**src/rtl/vtp_div_cell.sv**
```systemverilog
// One quotient bit of a pipelined restoring divide, several numerators over one divisor.
`default_nettype none
module vtp_div_cell #(
  parameter int LANES = 1,
  parameter int NW    = 33,
  parameter int DVW   = 19,
  parameter int TW    = 1
) (
  input  wire logic                       clk,
  input  wire logic                       rst_n,
  input  wire logic                       en,
  input  wire logic                       v_in,
  input  wire logic [LANES-1:0][NW-1:0]   num_in,
  input  wire logic [LANES-1:0][DVW-1:0]  rem_in,
  input  wire logic [LANES-1:0][NW-1:0]   quot_in,
  input  wire logic [DVW-1:0]             den_in,
  input  wire logic [TW-1:0]              tag_in,
  output logic                            v_out,
  output logic [LANES-1:0][NW-1:0]        num_out,
  output logic [LANES-1:0][DVW-1:0]       rem_out,
  output logic [LANES-1:0][NW-1:0]        quot_out,
  output logic [DVW-1:0]                  den_out,
  output logic [TW-1:0]                   tag_out
);

  logic [LANES-1:0][DVW:0]   t;
  logic [LANES-1:0]          ge;
  logic [LANES-1:0][DVW-1:0] rem_nxt;
  logic                      v_r;
  logic [LANES-1:0][NW-1:0]  num_r;
  logic [LANES-1:0][DVW-1:0] rem_r;
  logic [LANES-1:0][NW-1:0]  quot_r;
  logic [DVW-1:0]            den_r;
  logic [TW-1:0]             tag_r;

  always_comb begin
    for (int i = 0; i < LANES; i++) begin
      t[i]       = {rem_in[i], num_in[i][NW-1]};
      ge[i]      = (t[i] >= {1'b0, den_in});
      rem_nxt[i] = ge[i] ? DVW'(t[i] - {1'b0, den_in}) : t[i][DVW-1:0];
    end
  end

  always_ff @(posedge clk) begin
    if (!rst_n) begin
      v_r <= 1'b0;
    end else if (en) begin
      v_r <= v_in;
    end
  end

  always_ff @(posedge clk) begin
    if (en) begin
      for (int i = 0; i < LANES; i++) begin
        num_r[i]  <= num_in[i] << 1;
        rem_r[i]  <= rem_nxt[i];
        quot_r[i] <= {quot_in[i][NW-2:0], ge[i]};
      end
      den_r <= den_in;
      tag_r <= tag_in;
    end
  end

  assign v_out    = v_r;
  assign num_out  = num_r;
  assign rem_out  = rem_r;
  assign quot_out = quot_r;
  assign den_out  = den_r;
  assign tag_out  = tag_r;

endmodule
`default_nettype wire

```
**config.mk**
```make
export PLATFORM = sky130hd
export DESIGN_NAME = vtp_div_cell
export DESIGN_NICKNAME = d
export VERILOG_FILES = /design/src/rtl/vtp_div_cell.sv
export SDC_FILE = /design/constraint.sdc
export NUM_CORES = 1
export LEC_CHECK = 0
export ABC_AREA = 0
export CAP_MARGIN = 20
export CORE_MARGIN = 3
export CORE_UTILIZATION = 45
export CTS_CLUSTER_SIZE = 40
export DETAILED_ROUTE_END_ITERATION = 16
export DONT_BUFFER_PORTS = 1
export PLACE_DENSITY = 0.63
export SLEW_MARGIN = 20
export SYNTH_ARGS = -nofsm -noshare
export SYNTH_HDL_FRONTEND = slang
export SYNTH_SLANG_ARGS = --single-unit
```
**constraint.sdc**
```tcl
create_clock -name clk -period 3.3 [get_ports clk]
set_input_delay 0.825 -clock clk [delete_from_list [all_inputs] [get_ports clk]]
set_output_delay 0.825 -clock clk [all_outputs]
set_load 0.05 [all_outputs]
```
After elaboration in Yosys (flattened, before gate mapping)
Cells that the tools add are included.
{"block": "totals", "word_cells": 9, "reg_bits": 105, "out_inout_bits": 106, "input_bits": 109}
{"block": "classes", "order_cmp": 1, "n_addsub": 1, "n_mux": 1}
{"op": ">= comparator 20 x 19 -> 1 bit", "count": 1}
{"op": "two-way mux 19 bit", "count": 1}
{"op": "subtractor 19 bit", "count": 1}

Depth between registers and ports, before layout
Gate-level depths: netlist of the first run.
{"block": "logic_depth", "depth_word": 2, "ltp_mapped": 11, "mapped_depth_nobuf": 10}

Worst setup path after synthesis of the first run
Ideal clock, no wire load.
{"block": "synth_timing", "path_kind": "in2reg", "start": "input num_in[32] in the netlist's numbering", "end": "register rem_r (netlist bit rem_out[10]) (data pin)", "n_path_buf": 1, "required_ns": 3.040, "t_arrival_ns": 2.760, "setup_ns": 0.260, "path_stages": 10, "path_slack_ns": 0.280, "cell_sequence": "inv_1 > ha_1 > fa_1 > nor2b_4 > o2111ai_2 > a21oi_2 > o21bai_2 > a31oi_4 > buf_12 > mux2_4"}
{"element": "from (decl)", "line": "13", "source": "input wire logic [LANES-1:0][NW-1:0] num_in,"}
{"element": "to (signal, indexed assignment)", "line": "56", "source": "rem_r[i] <= rem_nxt[i];"}
{"element": "to (decl)", "line": "31", "source": "logic [LANES-1:0][DVW-1:0] rem_r;"}

==> reports/qor_table.md, run 1 <==
| Group | Item | This run |
| --- | --- | --- |
| global routing | Total gr overflow | 0 |
| timing | Total count of max-transition violations in the final report | 0 |
| yosys | Post-Synth Simple-Gate Area | 5.52% |
| timing | Worst clock skew on the final layout | 0 ns |
| timing | Post-route setup TNS | 0 ns |
| power | Leakage power summed over all cells | 1.84 nW |
| worst setup path | Capturing element type of the critical path | flop |
| yosys | EDFF count, synth | 104 |
| final layout | Number of nets at the end of the flow | 419 |
| yosys | Async S/R FF share, synth | 0% |
| timing | Worst max-slew margin expressed relative to the limit | 64.8% |
| timing | RSZ-0062 raised after global routing | no |
| floorplan | Placeable Area | 9770 um^2 |
| power | Worst vdd rail ir drop | 0.245 mV |
| global routing | Number of global-route vias before repair | 2222 |
| final layout | Final Core Density | 49.8% |
| route | Detailed-routing iteration count for the pre-antenna-repair pass | 4 |
| floorplan | Die H | 106 um |
| worst setup path | Cell depth of the worst flop-to-flop path | 2 |
| worst setup path | Worst path top cell family by delay | compound AO/OA/AOI/OAI gates |
| worst setup path | Required time reported for the critical path endpoint | 3.42 ns |
| yosys | Xor/xnor cell area share of the yosys netlist | 2.90% |
| yosys | Mux contribution to synthesized area | 5.55% |
| worst setup path | Slack of the worst reg-to-reg path | 2.31 ns |
| global routing | Maximum number of pins on one net before global-route repair | 106 |
| placed design | Routability Congestion | 0.801 |
| worst setup path | Source of the worst register-to-register timing path | v_out$_SDFFE_PN0P_ |
| job | Number of max-cap violations | 0 |
| power | Fraction of power consumed by sequential logic | 65.2% |
| yosys | Sequential fraction of the synthesis area | 69.3% |
| min path | Type of the tightest min-delay check | input port to flop |
| cts | CTS tree | done |
| route | Detail-routed net length per standard cell | 21.2 um |
| route | Number of remaining DRC errors | 0 |
| route | Post-DRT Antenna Nets | 0 |
| floorplan | Die Outline Area | 11300 um^2 |
| floorplan | IO Pins | 215 |
| global routing | Initial antenna violation count | 0 |
| worst setup path | Slowest cell on crit path | sky130_fd_sc_hd__fa_1 |
| worst setup path | CP startpoint kind | input port |
| worst setup path | Classification of the worst setup path | input port to flop |
| route | Total Wirelength | 9080 um |
| final layout | Ant diodes | 0 |
| global routing | Wire length of the first global-routing pass | 12800 um |
| power | Post-layout power | 3.25 mW |
| placed design | PortBufs | 0 |
| placed design | Instance area at placement | 4670 um^2 |
| cts | Postcts setup bufs | 0 |
| final layout | Ratio of cells with drive above 1 in the final layout | 14.9% |
| cts | Clock network latency to the later pin of the worst-skew pair | 0.36 ns |
| timing | Final setup violation count | 0 |
| placed design | Number of cells after detailed placement | 412 |
| timing | Worst setup margin | 0.485 ns |
| route | Per-cell via count in the routed design | 5.42 |
| yosys | Compound-Gate Fraction of Synth Area | 7.70% |
| yosys | Mapped cell area | 4530 um^2 |
| timing | Worst hold slack after final layout | 0.547 ns |
| worst setup path | Cell breakdown of the critical path | inv_1 > ha_1 > fa_1 > nor2b_4 > o2111ai_2 > a21oi_2 > nor2_1 > o31ai_1 > xor2_1 > mux2_4 |
| power | Power Density | 668 nW/um^2 |
| floorplan | Starting Density | 46.4% |
| cts | Clock-pin slew reported for the worst setup and hold paths after clock tree synthesis | 0.10 ns |
| worst setup path | CP Data Arrival Time | 2.93 ns |
| final layout | Post-route insts no fill | 428 |
| min path | Worst hold start | den_in[17] |
| yosys | Syn Inst Count | 283 |
| global routing | Global Route Usage Sum | 15.4% |
| cts | Total of cells resized after clock tree synthesis | 0 |
| placed design | Placement Setup Slack | 0.113 ns |
| yosys | Share of synthesized cell area in full adder, half adder and majority cells | 5.68% |
| yosys | Register bit count reported by yosys | 105 |
| yosys | Synth warn | 0 |
| power | Switching power of the nets | 1.09 mW |
| cts | Clock Sinks | 105 |
| yosys | Synthesized area divided by synthesized cell count | 16.0 um^2 |
| route | Total vias in the final route | 2319 |
| power | Switching share of power | 33.6% |
| floorplan | Cell row count | 36 |
| timing | Hold violation total from the final report | 0 |
| timing | FMAX | 0.355 GHz |
| cts | Number of buffers added to fix hold violations after cts | 0 |
| cts | Cell at the root of the clock tree | sky130_fd_sc_hd__clkbuf_8 |
| floorplan | Width of the chip | 106 um |
| min path | Worst Hold Depth | 0 |
| timing | Final worst-path cycle share | 85.3% |
| power | Relative contribution of combinational cells to total power | 10.1% |
| yosys | Post-synth net total | 412 |
| cts | CTS H-tree lvls | 3 |
| worst setup path | CP bufs+invs | 1 |
| power | Part of the power in the clock network | 24.7% |
| yosys | Count of distinct cell types in the synthesized netlist | 48 |
| cts | Number of clock buffers inserted by TritonCTS | 9 |
| cts | Clock Path Buffers | 2 |
| min path | Min-Delay Endpoint | den_out[17]$_DFFE_PP_ |
| timing | Shortest clock period the worst path allows after layout | 2.82 ns |
| run status | Result of the run | finished, final reports clean |
| final layout | Post-route cell area | 4870 um^2 |
| timing | Slew at the pin closest to its max-slew limit | 0.529 ns |
| final layout | Area Overhead vs Synth | 7.40% |
| power | Pint | 2.16 mW |
| worst setup path | Largest stage delay on the critical path | 0.44 ns |
| placed design | Placed wire-length estimate after detailed placement | 6920 um |
| worst setup path | Peak fanout along the critical path | 3 |
| route | DR iter-0 viols | 126 |
| worst setup path | Critical R2R Capture | v_out$_SDFFE_PN0P_ |
| yosys | Dominant combinational cell family by area after synthesis | compound AO/OA/AOI/OAI gates |
| yosys | Main synth FF type | sky130_fd_sc_hd__edfxtp_1 |
-- synth_stat cells (2+ instances only) --
cell / count / share of area (%)
sky130_fd_sc_hd__mux2i_1: 3 / 0.66
sky130_fd_sc_hd__buf_2: 3 / 0.33
sky130_fd_sc_hd__xnor2_1: 9 / 1.7
sky130_fd_sc_hd__xor2_1: 6 / 1.2
sky130_fd_sc_hd__mux2_4: 14 / 4.6
sky130_fd_sc_hd__a21oi_1: 14 / 1.5
sky130_fd_sc_hd__nor2b_1: 5 / 0.69
sky130_fd_sc_hd__a31oi_1: 2 / 0.28
sky130_fd_sc_hd__o21ai_0: 4 / 0.44
sky130_fd_sc_hd__o31ai_1: 2 / 0.33
sky130_fd_sc_hd__o21a_1: 4 / 0.66
sky130_fd_sc_hd__nand3_1: 3 / 0.33
sky130_fd_sc_hd__edfxtp_1: 104 / 69
sky130_fd_sc_hd__a21oi_2: 3 / 0.58
sky130_fd_sc_hd__o21ai_1: 2 / 0.22
sky130_fd_sc_hd__nor2_1: 9 / 0.74
sky130_fd_sc_hd__nand4_1: 3 / 0.41
sky130_fd_sc_hd__a21o_1: 8 / 1.3
sky130_fd_sc_hd__nand2_1: 18 / 1.5
sky130_fd_sc_hd__inv_1: 21 / 1.7
sky130_fd_sc_hd__ha_1: 19 / 5.2
-- worst max path at each step --
stage / startpoint / to / slack (ns) / cells after the start
after floorplan: num_in[32] / rem_out[10]$_DFFE_PP_ / 0.28 / 10
after global placement: num_in[32] / rem_out[2]$_DFFE_PP_ / 0.14 / 10
after detailed placement: num_in[32] / rem_out[2]$_DFFE_PP_ / 0.11 / 10
after CTS: num_in[32] / rem_out[2]$_DFFE_PP_ / 0.52 / 10
after global routing: num_in[32] / rem_out[16]$_DFFE_PP_ / 0.35 / 10
final: num_in[32] / rem_out[16]$_DFFE_PP_ / 0.48 / 10
-- state kept, by name (all words and copies together), names as in the netlist --
signal / flops
quot_out: 33
num_out: 32
den_out: 19
rem_out: 19
tag_out: 1
v_out: 1
-- worst register-to-register path, stage by stage (launching register included) --
cell	delay, ns
sky130_fd_sc_hd__dfxtp_1	0.65
sky130_fd_sc_hd__mux2i_1	0.14
sky130_fd_sc_hd__nor2b_1	0.14
-- cell usage in the layout (no fill, tap or decap), types with 6 or more instances in the layout --
| master | netlist | layout |
|---|---|---|
| sky130_fd_sc_hd__ha_1 | 19 | 19 |
| sky130_fd_sc_hd__a21o_1 | 8 | 8 |
| sky130_fd_sc_hd__nor2_1 | 9 | 9 |
| sky130_fd_sc_hd__edfxtp_1 | 104 | 104 |
| sky130_fd_sc_hd__xnor2_1 | 9 | 9 |
| sky130_fd_sc_hd__inv_1 | 21 | 21 |
| sky130_fd_sc_hd__xor2_1 | 6 | 6 |
| sky130_fd_sc_hd__clkbuf_8 | 0 | 9 |
| sky130_fd_sc_hd__a21oi_1 | 14 | 14 |
| sky130_fd_sc_hd__nand2_1 | 18 | 18 |
| sky130_fd_sc_hd__mux2_4 | 14 | 14 |
-- final cells by class --
cell class              count  area (um^2)
repair buffers              3         35.0
well taps                 133          166
multi-input cells         150         1240
inverters                  21         78.8
fillers                   821         4900
flip-flops and latches    105         3140
clock buffers              10          128
clock inverters             6         75.1
-- power groups by stage --
stage / Sequential [mW] / Clock, mW / Combinational [mW]
after CTS: 2.13 / 0.832 / 0.333
after global placement: 2.15 / 0 / 0.327
after global routing: 2.13 / 0.892 / 0.365
after floorplan: 2.13 / 0 / 0.287
final: 2.12 / 0.802 / 0.330
after detailed placement: 2.15 / 0 / 0.333
-- metal layers --
metal | global-route usage, % | vias up | part of all wire (%)
li1 | - | 1067 | -
met1 | 16.3 | 1107 | 35
met2 | 26.5 | 133 | 52
met3 | 8.32 | 12 | 11
met4 | 4.44 | 0 | 1.3
met5 | 0 | - | 0
-- logic make-up after synthesis --
kind of cell / Yosys count
muxes: 18
and+or+nand+nor: 48
buffers and inverters: 28
adders and majority gates: 20
AOI/OAI and AO/OA: 48
other: 1
xor gates and xnor gates: 15
DFF: 105
(Power assumes the default switching activity.)
==> inputs of run 2 (changes only) <==
--- a/config.mk
+++ b/config.mk
@@ -12,7 +12,7 @@
 export CTS_CLUSTER_SIZE = 40
 export DETAILED_ROUTE_END_ITERATION = 16
 export DONT_BUFFER_PORTS = 1
-export PLACE_DENSITY = 0.63
+export PLACE_DENSITY_LB_ADDON = 0.25
 export SLEW_MARGIN = 20
 export SYNTH_ARGS = -nofsm -noshare
 export SYNTH_HDL_FRONTEND = slang
==> run 2 against run 1 <==
  * Design area down 0.13%
  * Sequential cell count stayed put
  * Largest cell class unchanged
  * Clock-buffer cell count shrank 1
  * Final cell count grew 0.23%
  * Clock power down 5.7%
  * First-iteration DRC count is 20% lower
  * Worst hold slack improved by 0.0035 ns
  * Critical endpoint is now rem_out[8]$_DFFE_PP_
==> reports/qor_table.md, run 2 (synthesized netlist as in run 1, its figures left out) <==
| Group | Item | This run | vs previous |
| --- | --- | --- | --- |
| run status | Result of the run | finished, final reports clean |  |
| cts | Clock network latency to the later pin of the worst-skew pair | 0.36 ns | about the same |
| global routing | Number of global-route vias before repair | 2192 | -1.4% |
| timing | Final setup violation count | 0 | unchanged |
| floorplan | Width of the chip | 106 um | unchanged |
| worst setup path | CP startpoint kind | input port |  |
| cts | Number of clock buffers inserted by TritonCTS | 9 | unchanged |
| final layout | Ant diodes | 0 | unchanged |
| cts | Number of buffers added to fix hold violations after cts | 0 | unchanged |
| placed design | PortBufs | 0 | unchanged |
| timing | Slew at the pin closest to its max-slew limit | 0.515 ns | -0.0135 ns |
| timing | Worst hold slack after final layout | 0.550 ns | +0.00351 ns |
| cts | Postcts setup bufs | 0 | unchanged |
| timing | Total count of max-transition violations in the final report | 0 | unchanged |
| cts | Total of cells resized after clock tree synthesis | 0 | unchanged |
| power | Leakage power summed over all cells | 1.85 nW | +0.24% |
| cts | Clock Sinks | 105 | unchanged |
| global routing | Initial antenna violation count | 0 | unchanged |
| floorplan | Starting Density | 46.4% | unchanged |
| placed design | Routability Congestion | 0.801 | about the same |
| cts | CTS tree | done |  |
| route | Post-DRT Antenna Nets | 0 | unchanged |
| job | Number of max-cap violations | 0 | unchanged |
| floorplan | Die Outline Area | 11300 um^2 | unchanged |
| worst setup path | Source of the critical timing path | num_in[32] |  |
| global routing | Maximum number of pins on one net before global-route repair | 106 | unchanged |
| worst setup path | CP Data Arrival Time | 2.93 ns | about the same |
| timing | Worst setup margin | 0.491 ns | +0.00583 ns |
| timing | Post-route setup TNS | 0 ns | unchanged |
| cts | CTS H-tree lvls | 3 | unchanged |
| worst setup path | Classification of the worst setup path | input port to flop |  |
| final layout | Most common cell after layout, fill and taps aside | sky130_fd_sc_hd__edfxtp_1 |  |
| placed design | Placed wire-length estimate after detailed placement | 6890 um | -0.52% |
| route | Number of remaining DRC errors | 0 | unchanged |
| power | Pint | 2.09 mW | -3.3% |
| timing | Worst clock skew on the final layout | 0 ns | unchanged |
| route | Detailed-routing iteration count for the pre-antenna-repair pass | 4 | unchanged |
| route | Total Wirelength | 9040 um | -0.43% |
| power | Worst vdd rail ir drop | 0.228 mV | -6.9% |
| timing | RSZ-0062 raised after global routing | no |  |
| placed design | Placement Setup Slack | 0.105 ns | -0.00755 ns |
| timing | Shortest clock period the worst path allows after layout | 2.81 ns | -0.00583 ns |
| global routing | Total gr overflow | 0 | unchanged |
| final layout | Flip-flop count of the largest register, all copies and words added | 33 | unchanged |
| final layout | Most used cells in the layout excluding fill and tap cells | 104 x sky130_fd_sc_hd__edfxtp_1, 21 x sky130_fd_sc_hd__inv_1, 19 x sky130_fd_sc_hd__ha_1 |  |
| worst setup path | Required time reported for the critical path endpoint | 3.42 ns | about the same |
| final layout | Ratio of cells with drive above 1 in the final layout | 15.2% | +0.29 points |
| worst setup path | Peak fanout along the critical path | 9 | +6 |
| floorplan | IO Pins | 215 | unchanged |
| cts | Clock Path Buffers | 2 | unchanged |
| power | Fraction of power consumed by sequential logic | 66.1% | +0.9 points |
| placed design | Number of cells after detailed placement | 413 | +0.24% |
| power | Relative contribution of combinational cells to total power | 10.3% | +0.2 points |
| route | Total vias in the final route | 2281 | -1.6% |
| global routing | Wire length of the first global-routing pass | 12800 um | unchanged |
| floorplan | Die H | 106 um | unchanged |
| route | DR iter-0 viols | 101 | -20% |
| final layout | Number of nets at the end of the flow | 420 | +0.24% |
| worst setup path | Source of the worst register-to-register timing path | v_out$_SDFFE_PN0P_ |  |
| cts | Clock-pin slew reported for the worst setup and hold paths after clock tree synthesis | 0.11 ns | about the same |
| timing | Worst max-slew margin expressed relative to the limit | 65.6% | +0.78 points |
| power | Switching share of power | 34.8% | +1.3 points |
| route | Detail-routed net length per standard cell | 21.1 um | -0.66% |
| min path | Worst hold start | num_in[18] |  |
| final layout | Area Overhead vs Synth | 7.26% |  |
| timing | FMAX | 0.356 GHz | +0.21% |
| power | Switching power of the nets | 1.12 mW | +2.2% |
| timing | Hold violation total from the final report | 0 | unchanged |
| route | Per-cell via count in the routed design | 5.32 | -1.9% |
| power | Part of the power in the clock network | 23.6% | -1.1 points |
| worst setup path | Capturing element type of the critical path | flop |  |
| final layout | Post-route insts no fill | 429 | +0.23% |
| min path | Type of the tightest min-delay check | input port to flop |  |
| floorplan | Placeable Area | 9770 um^2 | unchanged |
| floorplan | Cell row count | 36 | unchanged |
| global routing | Global Route Usage Sum | 15.3% | -0.15 points |
| cts | Cell at the root of the clock tree | sky130_fd_sc_hd__clkbuf_8 |  |
| power | Power Density | 659 nW/um^2 | -1.3% |
| timing | Final worst-path cycle share | 85.1% | -0.18 points |
run 2: cell count changes in the layout (fill, tap and decap cells not counted):
cell,previous run,this run
sky130_fd_sc_hd__clkinv_8,0,1
sky130_fd_sc_hd__bufinv_16,1,0
sky130_fd_sc_hd__clkbuf_1,1,0
sky130_fd_sc_hd__clkinv_4,0,2
sky130_fd_sc_hd__inv_8,2,1
sky130_fd_sc_hd__buf_4,2,3
sky130_fd_sc_hd__clkinvlp_4,3,1
sky130_fd_sc_hd__clkinv_1,0,1
sky130_fd_sc_hd__inv_6,0,1
run 2: power groups by stage:
| stage | Combinational, mW | Clock, mW | Sequential (mW) |
|---|---|---|---|
| after floorplan | 0.287 | 0 | 2.13 |
| after global placement | 0.329 | 0 | 2.15 |
| after detailed placement | 0.333 | 0 | 2.15 |
| after CTS | 0.333 | 0.778 | 2.13 |
| after global routing | 0.364 | 0.837 | 2.13 |
| final | 0.329 | 0.756 | 2.12 |
run 2: worst paths after layout:
kind	slack, ns	depth (start not counted)	endpoint
worst max register to register	2.33	2	v_out$_SDFFE_PN0P_
worst min-delay path	0.55	0	num_out[19]$_DFFE_PP_
worst max-delay path	0.49	10	rem_out[8]$_DFFE_PP_
worst min register to register	0.79	2	v_out$_SDFFE_PN0P_
run 2: per-layer routing:
layer | vias up | routed length, um | GRT usage [%]
li1 | 1075 | - | -
met1 | 1073 | 3370 | 16.5
met2 | 124 | 4620 | 26.1
met3 | 9 | 946 | 7.71
met4 | 0 | 113 | 4.81
met5 | - | 0 | 0
run 2: critical path, stage by stage:
cell and delay [ns]:
sky130_fd_sc_hd__inv_1 0.03, sky130_fd_sc_hd__ha_1 0.22, sky130_fd_sc_hd__fa_1 0.46, sky130_fd_sc_hd__nor2b_4 0.16, sky130_fd_sc_hd__o2111ai_2 0.15, sky130_fd_sc_hd__a21oi_2 0.22
sky130_fd_sc_hd__o21bai_2 0.10, sky130_fd_sc_hd__a31oi_4 0.21, sky130_fd_sc_hd__buf_4 0.24, sky130_fd_sc_hd__mux2_4 0.31
run 2: metrics by stage:
stage / cell area, um^2 / total power [mW] / util [%]
6_report: 4860 / 3.20 / 49.8
5_1_grt: 4860 / 3.33 / 49.8
4_1_cts: 4860 / 3.24 / 49.8
3_5_place_dp: 4670 / 2.49 / 47.8
3_3_place_gp: 4670 / 2.48 / 47.8
2_1_floorplan: 4530 / 2.41 / -
run 2: final cells by class:
type,instances,area (um^2)
fillers,839,4910
flip-flops and latches,105,3140
multi-input cells,150,1240
well taps,133,166
clock buffers,9,124
inverters,21,78.8
clock inverters,7,65.1
repair buffers,4,42.5
==> inputs of run 3 (changes only) <==
--- a/config.mk
+++ b/config.mk
@@ -5,7 +5,7 @@
 export SDC_FILE = /design/constraint.sdc
 export NUM_CORES = 1
 export LEC_CHECK = 0
-export ABC_AREA = 0
+export ABC_AREA = 1
 export CAP_MARGIN = 20
 export CORE_MARGIN = 3
 export CORE_UTILIZATION = 45
@@ -13,7 +13,7 @@
 export DETAILED_ROUTE_END_ITERATION = 16
 export DONT_BUFFER_PORTS = 1
 export PLACE_DENSITY_LB_ADDON = 0.25
-export SLEW_MARGIN = 20
+export SLEW_MARGIN = 40
 export SYNTH_ARGS = -nofsm -noshare
 export SYNTH_HDL_FRONTEND = slang
 export SYNTH_SLANG_ARGS = --single-unit
==> run 3 against run 2 <==
  * Sequential share of layout area is 1.9 points lower
  * Largest cell class unchanged
  * Register-to-register slack worse by 0.03 ns
  * Design area is 3.0% higher
==> reports/qor_table.md, run 3 <==
| Group | Item | This run | vs previous |
| --- | --- | --- | --- |
| min path | Worst Hold Depth | 0 | unchanged |
| worst setup path | Peak fanout along the critical path | 22 | +13 |
| floorplan | Die H | 108 um | +1.4% |
| route | Detail-routed net length per standard cell | 18.3 um | -13% |
| route | Total Wirelength | 10200 um | +13% |
| route | Top metal layer carrying routed signals | met4 |  |
| worst setup path | Required time reported for the critical path endpoint | 3.44 ns | +0.02 ns |
| route | Total vias in the final route | 2783 | +22% |
| floorplan | Placeable Area | 9910 um^2 | +1.4% |
| run status | Result of the run | finished, final reports clean |  |
| yosys | Syn Inst Count | 412 | +46% |
| placed design | Routability Congestion | 0.880 | +9.9% |
| yosys | Main synth FF type | sky130_fd_sc_hd__edfxtp_1 |  |
| final layout | Ant diodes | 0 | unchanged |
| timing | RSZ-0062 raised after global routing | no |  |
| global routing | Global Route Usage Sum | 17.2% | +1.9 points |
| timing | Post-route setup TNS | 0 ns | unchanged |
| floorplan | Cell row count | 36 | unchanged |
| cts | Cell at the root of the clock tree | sky130_fd_sc_hd__clkbuf_8 |  |
| route | WL met1 | 3610 um | +7.2% |
| cts | Number of clock buffers inserted by TritonCTS | 9 | unchanged |
| floorplan | Die Outline Area | 11600 um^2 | +2.8% |
| power | Power Density | 639 nW/um^2 | -3.0% |
| yosys | Xor/xnor cell area share of the yosys netlist | 1.88% | -1.0 points |
| timing | Shortest clock period the worst path allows after layout | 2.47 ns | -0.335 ns |
| worst setup path | Classification of the worst setup path | input port to flop |  |
| global routing | Maximum number of pins on one net before global-route repair | 107 | +0.94% |
| floorplan | Width of the chip | 108 um | +1.4% |
| cts | Clock Sinks | 105 | unchanged |
| cts | CTS tree | done |  |
| global routing | Number of global-route vias before repair | 2760 | +26% |
| yosys | Sequential fraction of the synthesis area | 67.3% | -2.0 points |
| floorplan | Starting Density | 47.1% | +0.71 points |
| yosys | Register bit count reported by yosys | 105 | unchanged |
| final layout | Number of nets at the end of the flow | 549 | +31% |
| cts | Total of cells resized after clock tree synthesis | 0 | unchanged |
| cts | Clock Path Buffers | 2 | unchanged |
| power | Worst vdd rail ir drop | 0.223 mV | -2.1% |
| final layout | Final Core Density | 50.6% | +0.80 points |
| timing | Worst hold slack after final layout | 0.534 ns | -0.0156 ns |
| route | Post-DRT Antenna Nets | 0 | unchanged |
| yosys | Cell types with the highest counts after synthesis | 127 x sky130_fd_sc_hd__nand2_1, 104 x sky130_fd_sc_hd__edfxtp_1, 57 x sky130_fd_sc_hd__inv_1, 24 x sky130_fd_sc_hd__nor2_1, 20 x sky130_fd_sc_hd__nand3_1 |  |
| yosys | Largest area contributor in the synthesized netlist | sky130_fd_sc_hd__edfxtp_1 |  |
| placed design | PortBufs | 0 | unchanged |
| min path | Type of the tightest min-delay check | input port to flop |  |
| yosys | Post-synth net total | 541 | +31% |
| yosys | EDFF count, synth | 104 | unchanged |
| worst setup path | Slack of the worst reg-to-reg path | 2.30 ns | -0.03 ns |
| placed design | Placed wire-length estimate after detailed placement | 8000 um | +16% |
| timing | Worst max-slew margin expressed relative to the limit | 66.3% | +0.70 points |
| cts | Postcts setup bufs | 0 | unchanged |
| final layout | Most common cell after layout, fill and taps aside | sky130_fd_sc_hd__nand2_1 |  |
| placed design | Instance area at placement | 4800 um^2 | +2.7% |
| worst setup path | Source of the worst register-to-register timing path | v_out$_SDFFE_PN0P_ |  |
| global routing | Total gr overflow | 0 | unchanged |
| timing | Final setup violation count | 0 | unchanged |
| timing | Total count of max-transition violations in the final report | 0 | unchanged |
| cts | Number of buffers added to fix hold violations after cts | 0 | unchanged |
| worst setup path | Cell depth of the worst flop-to-flop path | 2 | unchanged |
| job | Number of max-cap violations | 0 | unchanged |
| yosys | Mapped cell area | 4670 um^2 | +2.9% |
| worst setup path | CP Data Arrival Time | 2.61 ns | -0.32 ns |
| yosys | Share of the synthesized area in the top cell type | 66.9% | -2.0 points |
| timing | Hold violation total from the final report | 0 | unchanged |
| route | Number of remaining DRC errors | 0 | unchanged |
| yosys | Synthesized area divided by synthesized cell count | 11.3 um^2 | -29% |
| timing | Slew at the pin closest to its max-slew limit | 0.505 ns | -0.0104 ns |
| min path | Worst hold start | den_in[15] |  |
| global routing | Initial antenna violation count | 0 | unchanged |
| worst setup path | CP startpoint kind | input port |  |
| yosys | Mux contribution to synthesized area | 0% | -5.5 points |
| final layout | Most used cells in the layout excluding fill and tap cells | 127 x sky130_fd_sc_hd__nand2_1, 104 x sky130_fd_sc_hd__edfxtp_1, 57 x sky130_fd_sc_hd__inv_1 |  |
| cts | Clock-pin slew reported for the worst setup and hold paths after clock tree synthesis | 0.11 ns | about the same |
| yosys | Compound-Gate Fraction of Synth Area | 2.41% | -5.3 points |
| yosys | Dominant combinational cell family by area after synthesis | simple AND/OR/NAND/NOR gates |  |
| cts | Clock network latency to the later pin of the worst-skew pair | 0.37 ns | about the same |
| yosys | Count of distinct cell types in the synthesized netlist | 24 | -50% |
| yosys | Synth warn | 0 | unchanged |
| timing | Worst clock skew on the final layout | 0 ns | unchanged |
| route | Met3 routed wirelength | 1010 um | +6.3% |
| route | DR iter-0 viols | 192 | +90% |
| final layout | Ratio of cells with drive above 1 in the final layout | 6.12% | -9.1 points |
| timing | FMAX | 0.404 GHz | +14% |
| global routing | Wire length of the first global-routing pass | 15000 um | +16% |
| route | Routed wl met2 | 5410 um | +17% |
| yosys | Largest cells by area after synthesis | sky130_fd_sc_hd__edfxtp_1 67%, sky130_fd_sc_hd__nand2_1 10%, sky130_fd_sc_hd__ha_1 5.1%, sky130_fd_sc_hd__inv_1 4.6%, sky130_fd_sc_hd__nand3_1 2.1% |  |
| cts | CTS H-tree lvls | 3 | unchanged |
| floorplan | IO Pins | 215 | unchanged |
| final layout | Post-route cell area | 5010 um^2 | +3.0% |
| power | Leakage power summed over all cells | 2.11 nW | +14% |
| timing | Final worst-path cycle share | 75.0% | -10 points |
| worst setup path | Critical R2R Capture | v_out$_SDFFE_PN0P_ |  |
| yosys | Leading cell type by number of instances after synthesis | sky130_fd_sc_hd__nand2_1 |  |
| final layout | Area Overhead vs Synth | 7.35% | about the same |
| worst setup path | Capturing element type of the critical path | flop |  |
| yosys | Async S/R FF share, synth | 0% | unchanged |
| min path | Min-Delay Endpoint | den_out[15]$_DFFE_PP_ |  |
| route | Detailed-routing iteration count for the pre-antenna-repair pass | 4 | unchanged |
| yosys | Post-Synth Simple-Gate Area | 17.2% | +12 points |
| route | Per-cell via count in the routed design | 4.99 | -6.2% |
| final layout | Flip-flop count of the largest register, all copies and words added | 33 | unchanged |
| yosys | Share of synthesized cell area in full adder, half adder and majority cells | 5.52% | -0.16 points |
==> run 3: cell families after synthesis <==
| kind of cell | Yosys count |
|---|---|
| compound gates | 22 |
| xor+xnor | 10 |
| fa+ha+maj | 20 |
| buf+inv | 62 |
| flops | 105 |
| other cells | 1 |
| simple gates | 192 |
==> run 3: power by group <==
part	internal [mW]	switching, mW
Sequential	1.62	0.477
Combinational	0.101	0.176
Clock	0.365	0.463
==> run 3: routing by layer <==
| metal | vias to the layer above | global-route usage [%] |
|---|---|---|
| met5 | - | 0 |
| met4 | 0 | 7.30 |
| met3 | 14 | 7.38 |
| met2 | 123 | 31.3 |
| met1 | 1266 | 16.8 |
| li1 | 1380 | - |
==> run 3: cell type report <==
class	count	area, um^2
Inverter	58	220
Sequential cell	105	3140
Clock buffer	9	124
Tap cell	133	166
Clock inverter	7	86.3
Fill cell	903	4900
Timing Repair Buffer	1	7.51
Multi-Input combinational cell	245	1260
==> run 3: metrics by stage <==
| step | std cells | power, mW | setup WS, ns |
|---|---|---|---|
| after CTS | 558 | 3.24 | 0.810 |
| final | 558 | 3.20 | 0.826 |
| after global routing | 558 | 3.34 | 0.577 |
| after detailed placement | 542 | 2.41 | 0.378 |
| after floorplan | 412 | 2.34 | 0.667 |
| after global placement | 542 | 2.41 | 0.420 |
==> run 3: worst max-delay path: stages <==
cell,delay [ns]
sky130_fd_sc_hd__inv_1,0.03
sky130_fd_sc_hd__ha_1,0.24
sky130_fd_sc_hd__fa_1,0.45
sky130_fd_sc_hd__inv_1,0.10
sky130_fd_sc_hd__nand3_1,0.07
sky130_fd_sc_hd__nand3_1,0.14
sky130_fd_sc_hd__nand3_1,0.09
sky130_fd_sc_hd__nand3_1,0.12
sky130_fd_sc_hd__nand2_1,0.10
sky130_fd_sc_hd__nand2_4,0.09
sky130_fd_sc_hd__buf_4,0.25
sky130_fd_sc_hd__o21ai_1,0.09
==> run 3: worst max-delay path by stage <==
stage,to,cells past startpoint,from,slack (ns)
after floorplan,rem_out[17]$_DFFE_PP_,14,num_in[32],0.67
after global placement,rem_out[0]$_DFFE_PP_,12,num_in[32],0.42
after detailed placement,rem_out[1]$_DFFE_PP_,12,num_in[32],0.38
after CTS,rem_out[0]$_DFFE_PP_,12,num_in[32],0.81
after global routing,rem_out[11]$_DFFE_PP_,13,num_in[32],0.58
final,rem_out[0]$_DFFE_PP_,12,num_in[32],0.83
